$ cat config.mk
export PLATFORM = sky130hd
export DESIGN_NAME = c3g_queue
export DESIGN_NICKNAME = d
export VERILOG_FILES = /design/src/assert_macros.svh /design/src/c3g_pkg.sv /design/src/c3g_queue.sv
export SDC_FILE = /design/constraint.sdc
export NUM_CORES = 1
export LEC_CHECK = 0
export ABC_AREA = 1
export BUFFER_PORTS_ARGS = -buffer_cell sky130_fd_sc_hd__buf_4
export CORE_ASPECT_RATIO = 1.25
export CORE_MARGIN = 1.5
export CORE_UTILIZATION = 47
export CTS_CLUSTER_SIZE = 8
export DETAILED_ROUTE_END_ITERATION = 12
export HOLD_SLACK_MARGIN = 0.06
export PLACE_DENSITY_LB_ADDON = 0.3
export SLEW_MARGIN = 10
export SYNTH_ARGS = -nofsm -noshare
export SYNTH_HDL_FRONTEND = slang
export SYNTH_SLANG_ARGS = --single-unit
export TNS_END_PERCENT = 10
$ cat constraint.sdc
create_clock -name clk -period 1.3 [get_ports clk]
set_clock_uncertainty 0.05 [all_clocks]
set_input_delay 0.065 -clock clk [delete_from_list [all_inputs] [get_ports clk]]
set_output_delay 0.065 -clock clk [all_outputs]
set_load 0.01 [all_outputs]
$ cat src/assert_macros.svh
// Assertion macros shared by the convolution block.
`ifndef ASSERT_MACROS_SVH
`define ASSERT_MACROS_SVH
`ifndef SYNTHESIS
`define C3G_ASSERT(name, ck, rs, prop) \
  name: assert property (@(posedge ck) disable iff (rs) prop) \
    else $error("c3g check failed");
`define C3G_NEVER(name, ck, rs, expr) \
  name: assert property (@(posedge ck) disable iff (rs) !(expr)) \
    else $error("c3g forbidden condition");
`else
`define C3G_ASSERT(name, ck, rs, prop)
`define C3G_NEVER(name, ck, rs, expr)
`endif
`endif

$ cat src/c3g_pkg.sv
// Shared constants, codes and arithmetic helpers of the 3x3 convolution block.
package c3g_pkg;

  localparam int DEFAULT_MAX_WIDTH = 1024;
  localparam int PIX_W      = 8;
  localparam int ROW_W      = 12;
  localparam int IW_W       = 11;
  localparam int COEF_W     = 16;
  localparam int COEF_ROW_W = 48;
  localparam int TAPS       = 9;
  localparam int ACC_W      = 21;
  localparam int TERM_W     = 29;
  localparam int CFG_IDX_W  = 3;
  localparam int CFG_DATA_W = 48;
  localparam int QUEUE_DEPTH = 4;

  localparam logic [CFG_IDX_W-1:0] REG_IMAGE_WIDTH  = 3'd0;
  localparam logic [CFG_IDX_W-1:0] REG_IMAGE_HEIGHT = 3'd1;
  localparam logic [CFG_IDX_W-1:0] REG_COEF_TOP     = 3'd2;
  localparam logic [CFG_IDX_W-1:0] REG_COEF_MID     = 3'd3;
  localparam logic [CFG_IDX_W-1:0] REG_COEF_BOT     = 3'd4;

  localparam logic [IW_W-1:0]       WIDTH_RESET    = 11'd1024;
  localparam logic [ROW_W-1:0]      HEIGHT_RESET   = 12'd1024;
  localparam logic [COEF_ROW_W-1:0] COEF_MID_RESET = 48'h0000_0100_0000;

  localparam logic [PIX_W-1:0] PIX_MAX = 8'd255;
  localparam logic signed [TERM_W-1:0] TRUNC_FIX = 29'sd255;

  // Source of the first result of an item
  typedef enum logic [1:0] {
    SEL_PASS_PIXEL,
    SEL_CENTRE,
    SEL_FILTER
  } a_sel_t;

  function automatic int job_width(int col_w);
    return TAPS * PIX_W + 2 + 3 + 2 * ROW_W + 2 * col_w + 1;
  endfunction

  // One term: scale up, add product, truncate toward zero
  function automatic logic signed [ACC_W-1:0] mac_step(
    input logic signed [ACC_W-1:0]  acc,
    input logic signed [COEF_W-1:0] coef,
    input logic [PIX_W-1:0]         pix
  );
    logic signed [COEF_W+PIX_W:0] prod;
    logic signed [TERM_W-1:0]     t;
    logic signed [TERM_W-1:0]     q;
    prod = coef * $signed({1'b0, pix});
    t = (TERM_W'(acc) <<< 8) + TERM_W'(prod);
    if (t[TERM_W-1]) q = (t + TRUNC_FIX) >>> 8;
    else q = t >>> 8;
    return ACC_W'(q);
  endfunction

endpackage

$ cat src/c3g_queue.sv
// Short queue of classified items between front and back.
module c3g_queue #(
  parameter int WIDTH = 8
) (
  input  logic             clk,
  input  logic             rst,
  input  logic             push,
  input  logic [WIDTH-1:0] push_data,
  output logic             full,
  input  logic             pop,
  output logic             valid,
  output logic [WIDTH-1:0] pop_data
);

  localparam int DEPTH = c3g_pkg::QUEUE_DEPTH;
  localparam int PTR_W = $clog2(DEPTH);
  localparam int CNT_W = $clog2(DEPTH + 1);

  logic [WIDTH-1:0] slots [DEPTH];
  logic [PTR_W-1:0] wr_ptr;
  logic [PTR_W-1:0] rd_ptr;
  logic [CNT_W-1:0] count;

  function automatic logic [PTR_W-1:0] bump(input logic [PTR_W-1:0] p);
    return (p == PTR_W'(DEPTH - 1)) ? '0 : p + PTR_W'(1);
  endfunction

  assign full     = count == CNT_W'(DEPTH);
  assign valid    = count != '0;
  assign pop_data = slots[rd_ptr];

  always_ff @(posedge clk) begin
    if (rst) begin
      wr_ptr <= '0;
      rd_ptr <= '0;
      count  <= '0;
    end else begin
      if (push) wr_ptr <= bump(wr_ptr);
      if (pop) rd_ptr <= bump(rd_ptr);
      if (push && !pop) count <= count + CNT_W'(1);
      else if (pop && !push) count <= count - CNT_W'(1);
    end
  end

  always_ff @(posedge clk) begin
    if (push) slots[wr_ptr] <= push_data;
  end

endmodule

==> out/results.tsv <==
stage	metric	value	unit
sta	Final Slew Violations	0	
placement	Buffers on Ports	21	
yosys	synth cell count leaders	edfxtp_1 (32), nor2_1 (23), inv_1 (15), o21ai_0 (15)	
yosys	predominant post-synthesis flop cell	edfxtp_1	
layout	layout cells sized above 1	0.279	
placement	dpl hpwl	2.01	mm
yosys	Mapped Area	1650	sq um
yosys	sequential share of the synthesized area	0.690	
floorplan	Die Area	3890	sq um
setup_path	register-to-register setup slack	70	ps
clock_tree	Clock Latency Late Sink	300	ps
sta	minimum clock period	1310	ps
floorplan	# IOs	22	
sta	RSZ-0062 raised after global routing	true	
setup_path	Worst Setup EP	pop_data[5]	
power	Pwr Total	3.00	mW
yosys	register bit total from synthesis	41	
placement	DP Worst Slack	-55.6	ps
sta	final setup margin	-6.53	ps
routing	DRT iter0 DRCs	29	
placement	gpl congestion	0.770	
yosys	EDFF count, synth	32	
setup_path	worst endpoint required time	1190	ps
global_route	grt ovf	0	
flow_run	max_cap viols	0	
setup_path	launching point of the worst reg2reg path	count[0]	
floorplan	Rows	23	
sta	Tightest Pin Transition	185	ps
setup_path	max incr delay on CP	390	ps
clock_tree	Clock Root Buffer	clkbuf_8	
sta	Achievable Freq	765	MHz
min_path	Hold WC Path Type	primary input to flop	
sta	setup TNS	-6.59	ps
sta	count of final setup violators	2	
routing	Total Wirelength	3.03	mm
yosys	yosys warns	0	
floorplan	die span in x	56.1	um
power	P per Cell Area	1360	nW/um^2
yosys	async set-reset flop share out of synthesis	0	
yosys	cell count after synthesis	136	
global_route	global-route usage over all layers	0.176	
power	Peak VDD IR	1130	uV
setup_path	FF-to-FF End	count[2]	
global_route	largest net degree at the start of global routing	17	
setup_path	CP startpoint kind	flop	
power	P_leak	0.897	nW
setup_path	R2R depth	7	
global_route	first-pass GRT wire length	4.96	mm
clock_tree	CTS Buffer Depth	2	
global_route	initial antenna violation count	0	
clock_tree	clock-pin slew on the worst setup and hold paths	90	ps
routing	DR vias	1107	
layout	Area Growth Syn to Fin	33.4	%
setup_path	number of cells on the critical path	4	
sta	max_slew headroom	0.876	
yosys	Netlist cell types	19	
setup_path	Critical-path top delay cell	dfxtp_4	
placement	Post-DP Area	1950	sq um
setup_path	CP cell instances	buf_6 > o21ai_1 > o22ai_1 > buf_4	
yosys	Syn Nets	155	
layout	Finished Cell Area	2210	sq um
routing	DR WL/cell	13.8	um
yosys	top-count cell post-synth	edfxtp_1	
clock_tree	CTS tree	yes	
floorplan	Starting Density	0.504	
layout	Antenna diodes	0	
layout	Fillers	257	
global_route	vias in the first global route	1078	
status	status	finished with violations	
clock_tree	total CTS buffers	5	
routing	DRT Pass-1 Iters	4	
layout	register area	1150	sq um
setup_path	worst-path fanout max	6	
yosys	post-synth top area share	0.581	
yosys	top cell type by total area after synthesis	edfxtp_1	
routing	Final ANT Viol Nets	0	
setup_path	Buf/Inv on CP	2	
sta	final hold slack	142	ps
layout	Final #Nets	201	
routing	drt drc	0	
setup_path	CP endpoint kind	output pin	
floorplan	Vert. Die Dim	69.3	um
clock_tree	# clock sinks	41	
setup_path	Top delay family on crit path	flip-flops	
floorplan	area of the core	3280	sq um
sta	Hold Fails Final Rpt	0	
yosys	Mapped Avg Cell Area	12.2	sq um
setup_path	data arrival time of the worst path	1190	ps
clock_tree	H-tree levels	2	
sta	final period utilization	1.01	
setup_path	Setup CP Type	flop to output pin	
routing	drt via density	5.03	
clock_tree	Post-CTS Setup Repair Bufs	0	
yosys	Area contributors post-synth	edfxtp_1 (58%), dfxtp_1 (11%), nor2_1 (5.2%)	
layout	multi-input logic area	437	sq um
status	failing checks	negative setup slack	
[area by class of cell]
type                    count  area share
inverters                  16      0.0306
flip-flops and latches     41       0.522
clock inverters             3      0.0210
multi-input cells          77       0.198
clock buffers               5      0.0312
repair buffers             41       0.177
well taps                  37      0.0210
[worst reg2reg max path, stage by stage, from the launching register on]
cell and delay [ps]:
dfxtp_2 360, fa_2 400, inv_1 60, nand2_1 60, nand3_1 80, nand2_1 50
inv_1 50, nor2_1 30
[metal layers]
metal | GRT usage | share of wire
met3 | 0.0560 | 0.026
met5 | 0 | 0
met1 | 0.179 | 0.38
met4 | 0.0899 | 0.024
met2 | 0.314 | 0.57
[state kept, by name, indices dropped and copies added, names as in the netlist, named ones only]
name and flops:
wr_ptr 2, slots 32, rd_ptr 2, count 3
[cells by family after synthesis]
group | count (synthesis) | synth area share
buf+inv | 18 | 0.0499
xor+xnor | 1 | 0.00530
fa+ha+maj | 7 | 0.0575
flops | 41 | 0.690
compound gates | 30 | 0.101
simple gates | 39 | 0.0961
[layout by cell type (no fill, tap or decap), drive strengths merged]
cell / instances
ha: 6
edfxtp: 32
clkinvlp: 1
buf: 31
o22ai: 8
xor2: 1
nand4: 1
nand3: 1
nor3: 3
fa: 1
dfxtp: 9
bufinv: 1
a21oi: 3
inv: 16
nand2: 9
clkinv: 1
dlygate4sd3: 10
nor2: 25
o21ai: 19
clkbuf: 5
[worst min path at each step]
stage,from,to,slack [ps],cells after the start
floorplan,rst,count[0],90,1
global placement,rst,wr_ptr[0],210,2
detailed placement,push_data[2],slots[0][2],220,1
CTS,pop,flop,130,5
global route,pop,flop,140,5
finish,pop,flop,140,5
[power by group]
part / switching (mW) / total (mW) / internal (mW)
clock network: 0.438 / 1.01 / 0.574
logic: 0.222 / 0.450 / 0.227
registers: 0.0480 / 1.54 / 1.49
[timing repair]
item	CTS	global route
endpoints found under the hold margin	39	0
hold buffers	10	0
resized for setup	18	4
gates cloned	1	0
endpoints found under the setup margin	9	10
pin swaps	2	1
[per-stage QoR]
stage | cells | util
final | 220 | 0.673
after global routing | 220 | 0.673
after CTS | 220 | 0.670
after detailed placement | 201 | 0.595
after global placement | 201 | 0.595
after floorplan | 136 | -
Note: power is estimated with default switching activity, not from simulation.
