[src/assert_macros.svh]
// Assertion macros shared by the convolution block.
`ifndef ASSERT_MACROS_SVH
`define ASSERT_MACROS_SVH
`ifndef SYNTHESIS
`define C3G_ASSERT(name, ck, rs, prop) \
  name: assert property (@(posedge ck) disable iff (rs) prop) \
    else $error("c3g check failed");
`define C3G_NEVER(name, ck, rs, expr) \
  name: assert property (@(posedge ck) disable iff (rs) !(expr)) \
    else $error("c3g forbidden condition");
`else
`define C3G_ASSERT(name, ck, rs, prop)
`define C3G_NEVER(name, ck, rs, expr)
`endif
`endif

[src/c3g_pkg.sv]
// Shared constants, codes and arithmetic helpers of the 3x3 convolution block.
package c3g_pkg;

  localparam int DEFAULT_MAX_WIDTH = 1024;
  localparam int PIX_W      = 8;
  localparam int ROW_W      = 12;
  localparam int IW_W       = 11;
  localparam int COEF_W     = 16;
  localparam int COEF_ROW_W = 48;
  localparam int TAPS       = 9;
  localparam int ACC_W      = 21;
  localparam int TERM_W     = 29;
  localparam int CFG_IDX_W  = 3;
  localparam int CFG_DATA_W = 48;
  localparam int QUEUE_DEPTH = 4;

  localparam logic [CFG_IDX_W-1:0] REG_IMAGE_WIDTH  = 3'd0;
  localparam logic [CFG_IDX_W-1:0] REG_IMAGE_HEIGHT = 3'd1;
  localparam logic [CFG_IDX_W-1:0] REG_COEF_TOP     = 3'd2;
  localparam logic [CFG_IDX_W-1:0] REG_COEF_MID     = 3'd3;
  localparam logic [CFG_IDX_W-1:0] REG_COEF_BOT     = 3'd4;

  localparam logic [IW_W-1:0]       WIDTH_RESET    = 11'd1024;
  localparam logic [ROW_W-1:0]      HEIGHT_RESET   = 12'd1024;
  localparam logic [COEF_ROW_W-1:0] COEF_MID_RESET = 48'h0000_0100_0000;

  localparam logic [PIX_W-1:0] PIX_MAX = 8'd255;
  localparam logic signed [TERM_W-1:0] TRUNC_FIX = 29'sd255;

  // Source of the first result of an item
  typedef enum logic [1:0] {
    SEL_PASS_PIXEL,
    SEL_CENTRE,
    SEL_FILTER
  } a_sel_t;

  function automatic int job_width(int col_w);
    return TAPS * PIX_W + 2 + 3 + 2 * ROW_W + 2 * col_w + 1;
  endfunction

  // One term: scale up, add product, truncate toward zero
  function automatic logic signed [ACC_W-1:0] mac_step(
    input logic signed [ACC_W-1:0]  acc,
    input logic signed [COEF_W-1:0] coef,
    input logic [PIX_W-1:0]         pix
  );
    logic signed [COEF_W+PIX_W:0] prod;
    logic signed [TERM_W-1:0]     t;
    logic signed [TERM_W-1:0]     q;
    prod = coef * $signed({1'b0, pix});
    t = (TERM_W'(acc) <<< 8) + TERM_W'(prod);
    if (t[TERM_W-1]) q = (t + TRUNC_FIX) >>> 8;
    else q = t >>> 8;
    return ACC_W'(q);
  endfunction

endpackage

[src/c3g_back.sv]
// Back end: nine-stage multiply-accumulate pipeline and result serialiser.
`include "assert_macros.svh"
module c3g_back #(
  parameter int COL_W = 10,
  parameter int JOB_W = c3g_pkg::job_width(COL_W)
) (
  input  logic                                clk,
  input  logic                                rst,
  input  logic [3*c3g_pkg::COEF_ROW_W-1:0]    coefs,
  input  logic                                q_valid,
  input  logic [JOB_W-1:0]                    q_data,
  output logic                                q_pop,
  output logic                                out_valid,
  input  logic                                out_ready,
  output logic [c3g_pkg::PIX_W-1:0]           out_pixel,
  output logic [c3g_pkg::ROW_W-1:0]           out_row,
  output logic [COL_W-1:0]                    out_col,
  output logic                                run_last,
  output logic                                frame_last
);

  localparam int PW   = c3g_pkg::PIX_W;
  localparam int RW   = c3g_pkg::ROW_W;
  localparam int TAPS = c3g_pkg::TAPS;
  localparam int AW   = c3g_pkg::ACC_W;
  localparam int CW   = c3g_pkg::COEF_W;

  typedef struct packed {
    logic [TAPS-1:0][PW-1:0] win;
    c3g_pkg::a_sel_t         a_sel;
    logic                    a_en;
    logic                    b_en;
    logic                    c_en;
    logic [RW-1:0]           a_row;
    logic [COL_W-1:0]        a_col;
    logic [RW-1:0]           row;
    logic [COL_W-1:0]        col;
    logic                    frame_end;
  } job_t;

  job_t                 q_job;
  job_t                 st_job   [1:TAPS];
  logic signed [AW-1:0] st_acc   [1:TAPS];
  logic                 st_valid [1:TAPS];

  logic [2:0]       pend;
  logic [PW-1:0]    res_pix [3];
  logic [RW-1:0]    res_row [3];
  logic [COL_W-1:0] res_col [3];
  logic             res_fe;

  logic       ser_busy, ser_last, bk_en, ser_load;
  logic [1:0] cur;
  job_t       tail;
  logic [PW-1:0] filt, a_pix;

  assign q_job    = job_t'(q_data);
  assign ser_busy = pend != '0;
  assign ser_last = (pend & (pend - 3'd1)) == '0;
  assign bk_en    = !ser_busy || (out_ready && ser_last);
  assign q_pop    = bk_en && q_valid;
  assign ser_load = bk_en && st_valid[TAPS];

  for (genvar s = 1; s <= TAPS; s++) begin : g_stage
    job_t                 prev_job;
    logic signed [AW-1:0] prev_acc;
    logic                 prev_valid;

    if (s == 1) begin : g_head
      assign prev_job   = q_job;
      assign prev_acc   = '0;
      assign prev_valid = q_valid;
    end else begin : g_link
      assign prev_job   = st_job[s-1];
      assign prev_acc   = st_acc[s-1];
      assign prev_valid = st_valid[s-1];
    end

    always_ff @(posedge clk) begin
      if (rst) st_valid[s] <= 1'b0;
      else if (bk_en) st_valid[s] <= prev_valid;
    end

    always_ff @(posedge clk) begin
      if (bk_en) begin
        st_job[s] <= prev_job;
        st_acc[s] <= c3g_pkg::mac_step(prev_acc, $signed(coefs[CW*(s-1) +: CW]),
                                       prev_job.win[s-1]);
      end
    end
  end

  assign tail = st_job[TAPS];

  always_comb begin
    if (st_acc[TAPS] < 0) filt = '0;
    else if (st_acc[TAPS] > AW'(255)) filt = c3g_pkg::PIX_MAX;
    else filt = st_acc[TAPS][PW-1:0];
  end

  always_comb begin
    unique case (tail.a_sel)
      c3g_pkg::SEL_PASS_PIXEL: a_pix = tail.win[8];
      c3g_pkg::SEL_CENTRE:     a_pix = tail.win[4];
      c3g_pkg::SEL_FILTER:     a_pix = filt;
      default:                 a_pix = tail.win[4];
    endcase
  end

  always_ff @(posedge clk) begin
    if (rst) begin
      pend <= '0;
    end else if (ser_load) begin
      pend <= {tail.c_en, tail.b_en, tail.a_en};
    end else if (out_ready && ser_busy) begin
      pend <= pend & (pend - 3'd1);
    end
  end

  always_ff @(posedge clk) begin
    if (ser_load) begin
      res_pix[0] <= a_pix;
      res_row[0] <= tail.a_row;
      res_col[0] <= tail.a_col;
      res_pix[1] <= tail.win[5];
      res_row[1] <= tail.row - RW'(1);
      res_col[1] <= tail.col;
      res_pix[2] <= tail.win[8];
      res_row[2] <= tail.row;
      res_col[2] <= tail.col;
      res_fe     <= tail.frame_end;
    end
  end

  // Emit the lowest pending result first
  always_comb begin
    if (pend[0]) cur = 2'd0;
    else if (pend[1]) cur = 2'd1;
    else cur = 2'd2;
  end

  assign out_valid  = ser_busy;
  assign out_pixel  = res_pix[cur];
  assign out_row    = res_row[cur];
  assign out_col    = res_col[cur];
  assign run_last   = ser_last;
  assign frame_last = (cur == 2'd2) && res_fe;

  `C3G_ASSERT(a_load_has_work, clk, rst, ser_load |-> (tail.a_en || tail.b_en || tail.c_en))
  `C3G_ASSERT(a_pend_holds, clk, rst, (out_valid && !out_ready) |=> $stable(pend))
  `C3G_NEVER(a_frame_end_last, clk, rst, frame_last && !run_last)

endmodule

[config.mk]
export PLATFORM = sky130hd
export DESIGN_NAME = c3g_back
export DESIGN_NICKNAME = d
export VERILOG_FILES = /design/src/c3g_pkg.sv /design/src/c3g_back.sv
export VERILOG_INCLUDE_DIRS = /design/src /design/src/src
export SDC_FILE = /design/constraint.sdc
export NUM_CORES = 2
export LEC_CHECK = 0
export ABC_AREA = 1
export BUFFER_PORTS_ARGS = -buffer_cell sky130_fd_sc_hd__buf_2
export CORE_AREA = 5 5 414 416
export CTS_BUF_LIST = sky130_fd_sc_hd__clkbuf_8 sky130_fd_sc_hd__clkbuf_16
export DETAILED_ROUTE_END_ITERATION = 6
export DIE_AREA = 0 0 419 421
export PLACE_DENSITY = 0.72
export SLEW_MARGIN = 5
export SYNTH_ARGS = -nofsm -noshare
export SYNTH_HDL_FRONTEND = slang
export SYNTH_SLANG_ARGS = --single-unit
[constraint.sdc]
create_clock -name clk -period 71.5 [get_ports clk]
set_clock_uncertainty 0.2 [all_clocks]
set_input_delay 10.725 -clock clk [delete_from_list [all_inputs] [get_ports clk]]
set_output_delay 10.725 -clock clk [all_outputs]
set_load 0.005 [all_outputs]
==> impl_metrics.ini <==
[final_layout]
area_growth_pct = 7.60
layout-drive-gt1-share_pct = 5.83
finalNetCount = 12000
finish.utilization_pct = 59.0
fillerInstances = 14100

[route]
route.detailed.drc = 2
total_number_of_vias = 62000
detail_route.wirelength_um = 191000
wl_per_cell_um = 15.4
first_pass_iters = 7
drt_iter0_markers = 3740
vias_per_cell = 5.01
ant_nets = 0

[die]
placementRows = 150
dieArea_sq_mm = 0.176
die_x_um = 419
initial_core_util_pct = 54.8
io_pins = 304
design.core.area_sq_mm = 0.167
dieHeight_um = 421

[logic_synthesis]
post_synth.cell_area_avg_sq_um = 9.21
synth_top_cell_area_share_pct = 35.9
syn_area_sq_mm = 0.0915
yosysWarnings = 0
synth-async-reset-ratio_pct = 0
seq_area_frac_synth_pct = 36.0
ys_top_cells_by_count = inv_1 (2654), nand2_1 (2590), fa_1 (1101)
synth_edf_count = 1094
synth_flop_cell = edfxtp_1
ys_seq_elements = 1097
syn_nets = 11800
yosysMostFrequentCell = inv_1
synth.area.top_cells = edfxtp_1 (36%), fa_1 (24%), inv_1 (11%), nand2_1 (11%), ha_1 (7.0%)
unique_masters_post_synth = 49
postSynthCellCount = 9936
synthDominantAreaCellType = edfxtp_1

[critical_path]
cp.required_ps = 60580
critPathCapture = q_pop
timing.rr.end = st_acc[0][144]$_DFFE_PN_
critical_path.slowest_cell = nor2_1
startpoint_of_the_worst_slack_reg_to_reg_timing_path = st_job[0][700]$_DFFE_PN_
reg2reg_setup_slack_ps = 64780
timing.critical_path.arrival_ps = 11480
critical_path_depth = 6
critical_path.n_buffers_inverters = 3
start_kind = primary input
cp-startpoint = out_ready
critical-path-top-delay-family = buffers and inverters
crit_fanout = 3
crit_chain = buf_2, nor2_1, nor2_4, inv_1, nor2_1, buf_2
timing.critical_path.slowest_cell_delay_ps = 250
worstRegToRegCells = 23
crit_path_end_kind = primary output
criticalPathCategory = in2out

[global_routing]
grt_antenna_before_repair = 34
gr-usage-all-layers_pct = 22.3
vias_in_the_first_global_route = 65400
grt_first_pass_wirelength_um = 322000
grt_max_degree = 184
grt_overflow = 0

[timing]
rsz0062_at_grt = no
fmax_mhz = 44.6
finalHoldViolations = 0
final_min_period_over_clock_period_pct = 31.3
worst_slew_pin_tran_ps = 1150
slew_viol_final = 0
setup-tns-final_ps = 0
post-route-min-period_ps = 22400
finalSetupViolations = 0
timing.max_slew.rel_slack_pct = 23.6

[clock_tree]
cts-root-buf = clkbuf_16
clk_pin_slew_worst_paths_ps = 70
clock_latency_ps = 760
tritoncts.num_buffers = 111
cts.repair.resized = 0
post-cts-setup-buffer-count = 0
cts_sinks = 1097
cts_buffer_depth = 3
holdBufCountCts = 0
tritoncts = done
h-tree-depth = 3

[status]
run_status = finished with violations
failed_checks = DRC

[worst_hold_path]
holdCritPathClass = reg2reg
hold_depth = 0

[placement]
portBuffers = 303
place.detailed.hpwl_um = 155000
finalWeightedCongestion = 0.902

[flow_run]
cap_viol_max_count = 0
==> area by class of cell <==
class	count	area, sq um	share of cell area [%]
clock buffers	113	2830	2.87
inverters	2658	9980	10.1
multi-input cells	5883	47500	48.2
repair buffers	323	1690	1.72
clock inverters	90	764	0.777
diodes	17	42.5	0.0432
well taps	2204	2760	2.80
flip-flops and latches	1097	32900	33.4
==> through the flow <==
stage / instance area (sq um) / hold slack, ps / std cells / setup slack (ps)
after floorplan: 91500 / 200 / 9936 / 4330
after global placement: 94800 / 200 / 12200 / 49080
after detailed placement: 94800 / 205 / 12200 / 49110
after CTS: 98400 / 172 / 12400 / 49100
after global routing: 98400 / 194 / 12400 / 49030
final: 98400 / 186 / 12400 / 49100
==> flip-flops by register name (all words and copies together) (netlist names) <==
signal,flops
res_pix,24
res_fe,1
st_job,818
st_valid,9
res_row,36
pend,3
st_acc,186
res_col,20
==> how the worst min path moves through the flow <==
stage / from / end
finish: st_job[0][470]$_DFFE_PN_ / st_job[0][592]$_DFFE_PN_
global route: st_job[0][457]$_DFFE_PN_ / st_job[0][579]$_DFFE_PN_
CTS: st_job[0][697]$_DFFE_PN_ / st_job[0][819]$_DFFE_PN_
detailed placement: st_job[0][1126]$_DFFE_PN_ / res_col[0][5]$_DFFE_PP_
global placement: st_job[0][756]$_DFFE_PN_ / st_job[0][878]$_DFFE_PN_
floorplan: st_job[0][1121]$_DFFE_PN_ / res_col[0][0]$_DFFE_PP_
==> layer usage <==
metal | up-vias | global-route usage [%] | share of wire (%) | wire, um
li1 | 30200 | - | - | -
met1 | 30000 | 27.8 | 41 | 77700
met2 | 1511 | 40.8 | 52 | 99800
met3 | 347 | 2.45 | 4.3 | 8180
met4 | 0 | 6.87 | 2.9 | 5460
met5 | - | 0 | 0 | 0
==> cell usage in the layout, fill, tap and decap left out, drive strengths merged, types with 53 or more instances in the layout <==
cell type and count:
inv 2686, nand2 2619, fa 1101, edfxtp 1094, ha 514, nor2 465
nand3 348, buf 323, a21oi 247, nand4 123, o21ai 121, clkbuf 113
xor2 104, nor3 56, nand3b 53
==> cells by family after synthesis <==
family | after synthesis | synth area share (%)
compound gates | 422 | 2.49
xor+xnor | 154 | 1.56
simple gates | 3692 | 16.7
buf+inv | 2956 | 12.2
flops | 1097 | 36.0
fa+ha+maj | 1615 | 31.1
==> worst register-to-register path, cell delays in order (launching register included) <==
cell and delay (ps):
edfxtp_1 830, nand2_1 280, fa_1 810, fa_1 600, fa_1 540, inv_1 50
fa_1 470, inv_1 60, fa_1 480, inv_1 40, ha_1 390, nand2_1 150
nor2_1 160, inv_1 100, nor2_1 140, nand4_1 180, nand3_1 140, nand2_1 80
nand2_1 110, nand3_1 110, nor2_1 250, nand3_1 140, nand2_1 90, nand2_1 50
Power is not shown: default switching activity piles up to over one toggle a cycle in this logic, so the estimate is an artifact.
